### src/rtl/core/cth_pkg.sv
// Shared types, constants and lookup tables for the canonical tetramer histogram.
package cth_pkg;

  localparam int COUNT_WIDTH   = 24;
  localparam int FRACTION_BITS = 24;
  localparam int FREQ_W        = FRACTION_BITS + 1;
  localparam int NUM_BINS      = 136;
  localparam int BIN_W         = $clog2(NUM_BINS);
  localparam int KMER_W        = 8;
  localparam int CHAR_W        = 8;
  localparam int REQ_W         = 2;
  localparam int RUN_W         = 3;
  localparam int KMER_LEN      = 4;

  localparam logic [REQ_W-1:0] REQ_PUSH  = 2'd0;
  localparam logic [REQ_W-1:0] REQ_READ  = 2'd1;
  localparam logic [REQ_W-1:0] REQ_CLEAR = 2'd2;

  typedef struct packed {
    logic [REQ_W-1:0]  req_type;
    logic [CHAR_W-1:0] base_char;
    logic [BIN_W-1:0]  bin_index;
  } cth_cmd_t;

  typedef struct packed {
    logic [COUNT_WIDTH-1:0] bin_count;
    logic [COUNT_WIDTH-1:0] total_count;
    logic [FREQ_W-1:0]      frequency;
    logic [KMER_W-1:0]      representative_kmer;
  } cth_result_t;

  typedef enum logic [2:0] {
    ST_IDLE,
    ST_PUSH_UPD,
    ST_READ_LATCH,
    ST_DIVIDE,
    ST_REPLY
  } cth_state_t;

  // Base encoding: bit 2 flags a valid base, bits 1:0 the 2-bit code.
  function automatic logic [2:0] encode_nt(input logic [CHAR_W-1:0] ch);
    logic [2:0] enc;
    unique case (ch)
      "A", "a": enc = 3'b100;
      "C", "c": enc = 3'b101;
      "G", "g": enc = 3'b110;
      "T", "t": enc = 3'b111;
      default:  enc = 3'b000;
    endcase
    return enc;
  endfunction

  function automatic logic [KMER_W-1:0] rc_code(input logic [KMER_W-1:0] code);
    logic [KMER_W-1:0] r;
    logic [KMER_W-1:0] c;
    r = '0;
    c = code;
    for (int k = 0; k < KMER_LEN; k++) begin
      r = {r[KMER_W-3:0], ~c[1:0]};
      c = c >> 2;
    end
    return r;
  endfunction

  function automatic logic [255:0][BIN_W-1:0] make_code_to_bin();
    logic [255:0][BIN_W-1:0] tab;
    logic [255:0]            taken;
    logic [KMER_W-1:0]       r;
    int                      nxt;
    tab   = '0;
    taken = '0;
    nxt   = 0;
    for (int c = 0; c < 256; c++) begin
      if (!taken[c]) begin
        r        = rc_code(KMER_W'(c));
        tab[c]   = BIN_W'(nxt);
        tab[r]   = BIN_W'(nxt);
        taken[c] = 1'b1;
        taken[r] = 1'b1;
        nxt++;
      end
    end
    return tab;
  endfunction

  function automatic logic [NUM_BINS-1:0][KMER_W-1:0] make_bin_rep();
    logic [NUM_BINS-1:0][KMER_W-1:0] rep;
    logic [255:0]                    taken;
    logic [KMER_W-1:0]               r;
    int                              nxt;
    rep   = '0;
    taken = '0;
    nxt   = 0;
    for (int c = 0; c < 256; c++) begin
      if (!taken[c]) begin
        r        = rc_code(KMER_W'(c));
        rep[nxt] = KMER_W'(c);
        taken[c] = 1'b1;
        taken[r] = 1'b1;
        nxt++;
      end
    end
    return rep;
  endfunction

  localparam logic [255:0][BIN_W-1:0]       CODE_TO_BIN = make_code_to_bin();
  localparam logic [NUM_BINS-1:0][KMER_W-1:0] BIN_REP   = make_bin_rep();

endpackage

### src/rtl/core/canonical_tetramer_histogram_unit.sv
// Top level of the canonical tetramer histogram: sequencer, counters and result register.
//
// Commands are accepted on a cycle with start high and busy low. A push folds
// one ASCII base into the rolling 4-mer; an A/C/G/T in either case shifts in,
// anything else restarts the run. From the fourth base in a row on, each push
// bumps the canonical bin (4-mer and its reverse complement share one of 136
// bins) and the total, both saturating. A push that counts holds busy through
// the update state for the read-modify-write of the bin store; other pushes,
// clears and the unused request code leave busy low. A read keeps busy high in
// every state it passes after accept: the accept cycle issues the store read,
// the latch state latches the count, the restoring divider forms count / total
// (FRACTION_BITS + 1 quotient bits, then a completion flag), and the reply
// state presents the word. With a zero total the divider is skipped and the
// word follows the latch state directly.
// The result word is valid only while done is high, for exactly one cycle; the
// receiver cannot hold it off, so it must capture it then. A bin index past
// 135 returns zero count, frequency and representative but the true total.
// Clear and reset empty the histogram at once through per-bin valid flags, so
// there is no clearing sweep.
module canonical_tetramer_histogram_unit
  import cth_pkg::*;
(
  input  logic        clk,
  input  logic        rst,
  input  logic        start,
  input  cth_cmd_t    cmd,
  output logic        busy,
  output logic        done,
  output cth_result_t result
);

  cth_state_t state, state_next;

  // rolling k-mer state
  logic [KMER_W-1:0]      rolling_code;
  logic [RUN_W-1:0]       valid_run;
  logic [COUNT_WIDTH-1:0] kmer_total;
  logic [NUM_BINS-1:0]    bin_valid;

  // per-command working registers
  logic [BIN_W-1:0]       bin_sel;
  logic                   in_range;
  logic [COUNT_WIDTH-1:0] bin_pick;

  logic                   accept;
  logic [2:0]             enc;
  logic [KMER_W-1:0]      roll_next;
  logic [RUN_W-1:0]       run_next;
  logic                   push_counts;

  logic                   ram_we;
  logic [BIN_W-1:0]       ram_raddr;
  logic [COUNT_WIDTH-1:0] ram_wdata;
  logic [COUNT_WIDTH-1:0] ram_rdata;
  logic [COUNT_WIDTH-1:0] bin_now;

  logic                   div_go;
  logic                   div_done;
  logic [FREQ_W-1:0]      div_q;

  assign accept    = start && !busy;
  assign enc       = encode_nt(cmd.base_char);
  assign roll_next = {rolling_code[KMER_W-3:0], enc[1:0]};
  assign run_next  = (valid_run < RUN_W'(KMER_LEN)) ? valid_run + 1'b1 : valid_run;
  assign push_counts = enc[2] && (run_next == RUN_W'(KMER_LEN));

  // an entry not written since clear reads as zero
  assign bin_now   = bin_valid[bin_sel] ? ram_rdata : '0;
  assign ram_wdata = (bin_now == '1) ? bin_now : bin_now + 1'b1;

  // count of the bin being read; zero past the last bin
  assign bin_pick  = in_range ? bin_now : '0;

  // store read address: the addressed bin for a read, the new 4-mer's bin for a push
  always_comb begin
    if (cmd.req_type == REQ_READ) begin
      ram_raddr = cmd.bin_index;
    end else begin
      ram_raddr = CODE_TO_BIN[roll_next];
    end
  end

  cth_ram #(
    .WIDTH(COUNT_WIDTH),
    .DEPTH(NUM_BINS)
  ) u_counts (
    .clk  (clk),
    .we   (ram_we),
    .waddr(bin_sel),
    .wdata(ram_wdata),
    .raddr(ram_raddr),
    .rdata(ram_rdata)
  );

  // the divider loads the count straight from the store on the latch cycle
  cth_divider u_div (
    .clk     (clk),
    .rst     (rst),
    .go      (div_go),
    .dividend(bin_pick),
    .divisor (kmer_total),
    .done    (div_done),
    .quotient(div_q)
  );

  // next state
  always_comb begin
    state_next = state;
    unique case (state)
      ST_IDLE: begin
        if (start) begin
          if (cmd.req_type == REQ_READ) begin
            state_next = ST_READ_LATCH;
          end else if (cmd.req_type == REQ_PUSH && push_counts) begin
            state_next = ST_PUSH_UPD;
          end
        end
      end
      ST_PUSH_UPD:   state_next = ST_IDLE;
      ST_READ_LATCH: state_next = (kmer_total == '0) ? ST_REPLY : ST_DIVIDE;
      ST_DIVIDE:     state_next = div_done ? ST_REPLY : ST_DIVIDE;
      ST_REPLY:      state_next = ST_IDLE;
      default:       state_next = ST_IDLE;
    endcase
  end

  // state outputs
  always_comb begin
    busy   = 1'b1;
    done   = 1'b0;
    ram_we = 1'b0;
    div_go = 1'b0;
    unique case (state)
      ST_IDLE:       busy   = 1'b0;
      ST_PUSH_UPD:   ram_we = 1'b1;
      ST_READ_LATCH: div_go = (kmer_total != '0);
      ST_DIVIDE:     ;
      ST_REPLY:      done   = 1'b1;
      default:       ;
    endcase
  end

  always_ff @(posedge clk) begin
    if (rst) begin
      state <= ST_IDLE;
    end else begin
      state <= state_next;
    end
  end

  // histogram control state
  always_ff @(posedge clk) begin
    if (rst) begin
      rolling_code <= '0;
      valid_run    <= '0;
      kmer_total   <= '0;
      bin_valid    <= '0;
    end else if (accept && cmd.req_type == REQ_CLEAR) begin
      rolling_code <= '0;
      valid_run    <= '0;
      kmer_total   <= '0;
      bin_valid    <= '0;
    end else if (accept && cmd.req_type == REQ_PUSH) begin
      if (enc[2]) begin
        rolling_code <= roll_next;
        valid_run    <= run_next;
        if (push_counts && kmer_total != '1) begin
          kmer_total <= kmer_total + 1'b1;
        end
      end else begin
        rolling_code <= '0;
        valid_run    <= '0;
      end
    end else if (ram_we) begin
      bin_valid[bin_sel] <= 1'b1;
    end
  end

  // working registers and result word
  always_ff @(posedge clk) begin
    if (accept) begin
      bin_sel  <= ram_raddr;
      in_range <= (cmd.bin_index < BIN_W'(NUM_BINS));
    end
    if (state == ST_READ_LATCH) begin
      result.bin_count         <= bin_pick;
      result.total_count       <= kmer_total;
      result.representative_kmer <= in_range ? BIN_REP[bin_sel] : '0;
      result.frequency         <= '0;
    end
    if (div_done) begin
      result.frequency <= div_q;
    end
  end

endmodule

### src/rtl/core/cth_ram.sv
// Generic single-write, single-read RAM with registered read data.
module cth_ram #(
  parameter int WIDTH = 24,
  parameter int DEPTH = 136
) (
  input  logic                     clk,
  input  logic                     we,
  input  logic [$clog2(DEPTH)-1:0] waddr,
  input  logic [WIDTH-1:0]         wdata,
  input  logic [$clog2(DEPTH)-1:0] raddr,
  output logic [WIDTH-1:0]         rdata
);

  logic [WIDTH-1:0] mem [DEPTH];

  always_ff @(posedge clk) begin
    if (we) begin
      mem[waddr] <= wdata;
    end
    rdata <= mem[raddr];
  end

endmodule

### src/rtl/core/cth_divider.sv
// Restoring divider: one quotient bit per cycle for count * 2^F / total.
module cth_divider
  import cth_pkg::*;
(
  input  logic                   clk,
  input  logic                   rst,
  input  logic                   go,
  input  logic [COUNT_WIDTH-1:0] dividend,
  input  logic [COUNT_WIDTH-1:0] divisor,
  output logic                   done,
  output logic [FREQ_W-1:0]      quotient
);

  localparam int STEP_W = $clog2(FRACTION_BITS + 1);

  logic                   running;
  logic [STEP_W-1:0]      step;
  logic [COUNT_WIDTH:0]   rem;
  logic [COUNT_WIDTH-1:0] div;
  logic                   ge;
  logic [COUNT_WIDTH:0]   rem_sub;

  // dividend <= divisor, so the partial remainder never exceeds COUNT_WIDTH+1 bits
  assign ge      = rem >= {1'b0, div};
  assign rem_sub = ge ? rem - {1'b0, div} : rem;

  always_ff @(posedge clk) begin
    if (rst) begin
      running <= 1'b0;
      done    <= 1'b0;
    end else begin
      done <= 1'b0;
      if (go) begin
        running <= 1'b1;
      end else if (running && step == '0) begin
        running <= 1'b0;
        done    <= 1'b1;
      end
    end
  end

  always_ff @(posedge clk) begin
    if (go) begin
      rem      <= {1'b0, dividend};
      div      <= divisor;
      quotient <= '0;
      step     <= STEP_W'(FRACTION_BITS);
    end else if (running) begin
      rem      <= {rem_sub[COUNT_WIDTH-1:0], 1'b0};
      quotient <= {quotient[FREQ_W-2:0], ge};
      step     <= step - 1'b1;
    end
  end

endmodule

### config.mk
export PLATFORM = sky130hd
export DESIGN_NAME = canonical_tetramer_histogram_unit
export DESIGN_NICKNAME = d
export VERILOG_FILES = /design/src/rtl/core/cth_pkg.sv /design/src/rtl/core/canonical_tetramer_histogram_unit.sv /design/src/rtl/core/cth_ram.sv /design/src/rtl/core/cth_divider.sv
export SDC_FILE = /design/constraint.sdc
export NUM_CORES = 2
export LEC_CHECK = 0
export BUFFER_PORTS_ARGS = -buffer_cell sky130_fd_sc_hd__buf_2
export CORE_ASPECT_RATIO = 0.5
export CORE_MARGIN = 2
export CORE_UTILIZATION = 40
export CTS_CLUSTER_DIAMETER = 100
export DETAILED_ROUTE_END_ITERATION = 10
export SLEW_MARGIN = 10
export SYNTH_ARGS = -nofsm -noshare
export SYNTH_HDL_FRONTEND = slang
export SYNTH_SLANG_ARGS = --single-unit
### constraint.sdc
create_clock -name clk -period 10.5 [get_ports clk]
set_clock_uncertainty 0.1 [all_clocks]
set_input_delay 1.05 -clock clk [delete_from_list [all_inputs] [get_ports clk]]
set_output_delay 1.05 -clock clk [all_outputs]
set_load 0.02 [all_outputs]
==> flow_summary.ini <==
[status]
status = completed

[synthesis]
yosysMostFrequentCell = edfxtp_1
ys_seq_area_frac = 0.735
syn_area_per_cell_um2 = 15.6
yosysWarnings = 0
netlist_instances = 9354
yosysTopAreaCell = edfxtp_1
ys_ff_latch = 3639
synth_flop_cell = edfxtp_1
synth_area_um2 = 145000
synth_commonest_cells = edfxtp_1 (3402), nand2_1 (1552), nand3_1 (595)
synth.distinct_cells = 104
synth_nets = 9425
synth_edf_count = 3402
synth_top_area_share = 0.702
async_reset_ff_frac = 0
synthTopCellsByArea = edfxtp_1 (70%), mux4_2 (6.8%), nand2_1 (4.0%)

[timing]
setup_slack_ps = 2160
relSlewSlack = 0.0251
hold_violations = 0
worst_pin_slew_ps = 1450
setup_viol = 0
final-max-slew-violation-count = 0
fmax_mhz = 120
timing.setup.tns_ps = 0
rsz0062_at_grt = false
period_needed_ps = 8340
finalCritPeriodShare = 0.794

[clock_tree]
cts_resized = 0
cts.clk_slew.worst_paths_ps = 60
clock-sinks = 3639
post_cts_buffers = 0
cts_root_buffer = clkbuf_16
htree_levels = 5
cts_buffer_depth = 4
cts_tree = built
ctsHoldBuffers = 0
clk_latency_ps = 940
numCtsBuffers = 343

[place]
io_buffers = 102
place.gp.congestion = 0.898
hpwl_um = 283000
pre_cts_ws_ps = 1810

[grt]
grt_max_degree = 137
grt_pass1_wl_um = 653000
overflow = 0
grt.total_usage = 0.249
grt_pass1_vias = 82837
antenna_found_initial = 37

[worst_setup_path]
worst_setup_path_end_kind = register
path_common_cell = buf_4
cp.arrival_ps = 8930
r2r_slack_ps = 2430
path_delay_family = compound AO/OA/AOI/OAI gates
worst-r2r-cell-count = 19
startpoint = cmd[8]
crit_path_max_incr_delay_ps = 1200
crit_slowest_cell = o31ai_1
path_max_fanout = 43
cp.depth = 19
critPathRequiredTime_ps = 11100
endpoint = u_counts.rdata[5]
reg2reg_from = bin_sel[0]
crit_type = in -> reg
crit_chain = buf_2 > and4bb_2 > o21ai_4 > ha_1 > nor2b_1 > a311oi_1 > nor4_1 > a211oi_1 > o21ai_1 > nand2_4 > inv_4 > buf_4 > mux2_2 > o211a_1 > o21ai_0 > buf_4 > nand4_1 > o31ai_1 > a31oi_1
critPathLaunchType = primary input
r2r-end = u_counts.mem[19][23]
crit_buf_inv = 4

[power]
leakagePower_nw = 50.8
p_per_area_nw_per_um2 = 178
max-vdd-ir-drop_v = 0.000146
p_total_w = 0.0292

[floorplanning]
core_area_um2 = 362000
pin_count = 104
rows = 156
dieArea_um2 = 369000
dieWidth_um = 857
start_util = 0.402
die_h_um = 430

[routing]
drt_wl_total_um = 474000
dr.max_layer_used = met5
postRouteAntennaNets = 0
wirelength_met1_um = 185000
vias = 89395
wl_per_cell_um = 32.1
met3_length_um = 56600
viasPerCell = 6.06
drtIter0Drc = 13941
routed-wl-met2_um = 210000
dr.pass1.iters = 9
drc_errors = 0

[final_layout]
seqCellArea_um2 = 107000
fin_util = 0.455
nNetsFinal = 9724
drive_above_1_share = 0.172
fillers = 31112
multi_input_area_um2 = 36500
area_growth_pct = 13.2

[job]
max_cap_viol_count = 0

[hold_path]
min_from = bin_valid[122]
hold_class = reg -> reg
-- power breakdown --
part           internal [W]  switching [W]
combinational      0.000391       0.000892
sequential           0.0156      0.0000696
clock               0.00684        0.00541
total                0.0229        0.00637
-- sequential cells by signal, indices dropped and copies added (netlist names), named ones only --
register        count
u_div.done          1
in_range            1
u_div.running       1
result             81
u_counts.rdata     24
bin_valid         136
kmer_total         24
u_div.quotient     25
u_counts.mem     3264
u_div.rem          25
valid_run           3
u_div.step          5
state               3
bin_sel             8
rolling_code        6
u_div.div          24
-- area by class of cell --
| cell class | instances | area share |
|---|---|---|
| Timing Repair Buffer | 514 | 0.0247 |
| Clock inverter | 166 | 0.00932 |
| Inverter | 64 | 0.00161 |
| Antenna cell | 21 | 0.000319 |
| Sequential cell | 3639 | 0.649 |
| Tap cell | 4819 | 0.0366 |
| Clock buffer | 448 | 0.0562 |
| Multi-Input combinational cell | 5091 | 0.222 |
-- per-layer routing --
metal  global-route usage  vias up
met5                    0        -
met4                0.103       10
met3               0.0595      831
met2                0.374     5450
met1                0.349    46345
li1                     -    36759
-- kinds of logic after synthesis --
group,Yosys count,share of synthesized area
mux,684,0.0852
flops,3639,0.735
xor+xnor,61,0.00367
fa+ha+maj,50,0.00435
simple gates,3222,0.0979
buf+inv,624,0.0216
compound gates,1074,0.0523
-- how the worst min path moves through the flow --
stage | end | cells after the start
final | bin_valid[122] | 2
after global routing | bin_valid[127] | 1
after CTS | bin_valid[18] | 2
after detailed placement | bin_valid[18] | 2
after global placement | bin_valid[74] | 2
after floorplan | bin_valid[102] | 2
-- tightest hold or removal path, cell delays in order (launching register included) --
cell and delay, ps:
dfxtp_1 320, nor2_1 40, nor2_1 70
-- placed cells by master (no fill, tap or decap), types with 61 or more instances in the layout --
| cell type | n |
|---|---|
| mux2i_1 | 226 |
| dfxtp_1 | 234 |
| and2_1 | 70 |
| o21ai_0 | 131 |
| buf_4 | 375 |
| clkbuf_1 | 86 |
| edfxtp_1 | 3402 |
| a21oi_1 | 232 |
| nand2_1 | 1551 |
| nor2_4 | 92 |
| nand3_1 | 595 |
| mux4_2 | 442 |
| a22oi_1 | 88 |
| nor2_1 | 406 |
| a31oi_1 | 75 |
| clkbuf_16 | 350 |
| nand4_1 | 94 |
| buf_2 | 102 |
| a32oi_1 | 61 |
| nor2_2 | 77 |
| and3_1 | 103 |
-- per-stage QoR --
| stage | hold WS (ps) | area, um2 | instances |
|---|---|---|---|
| floorplan | 332 | 145000 | 9354 |
| global placement | 343 | 154000 | 14126 |
| detailed placement | 354 | 154000 | 14126 |
| CTS | 370 | 165000 | 14740 |
| global route | 386 | 165000 | 14741 |
| finish | 367 | 165000 | 14762 |
Power figures use the tool's default switching activity.
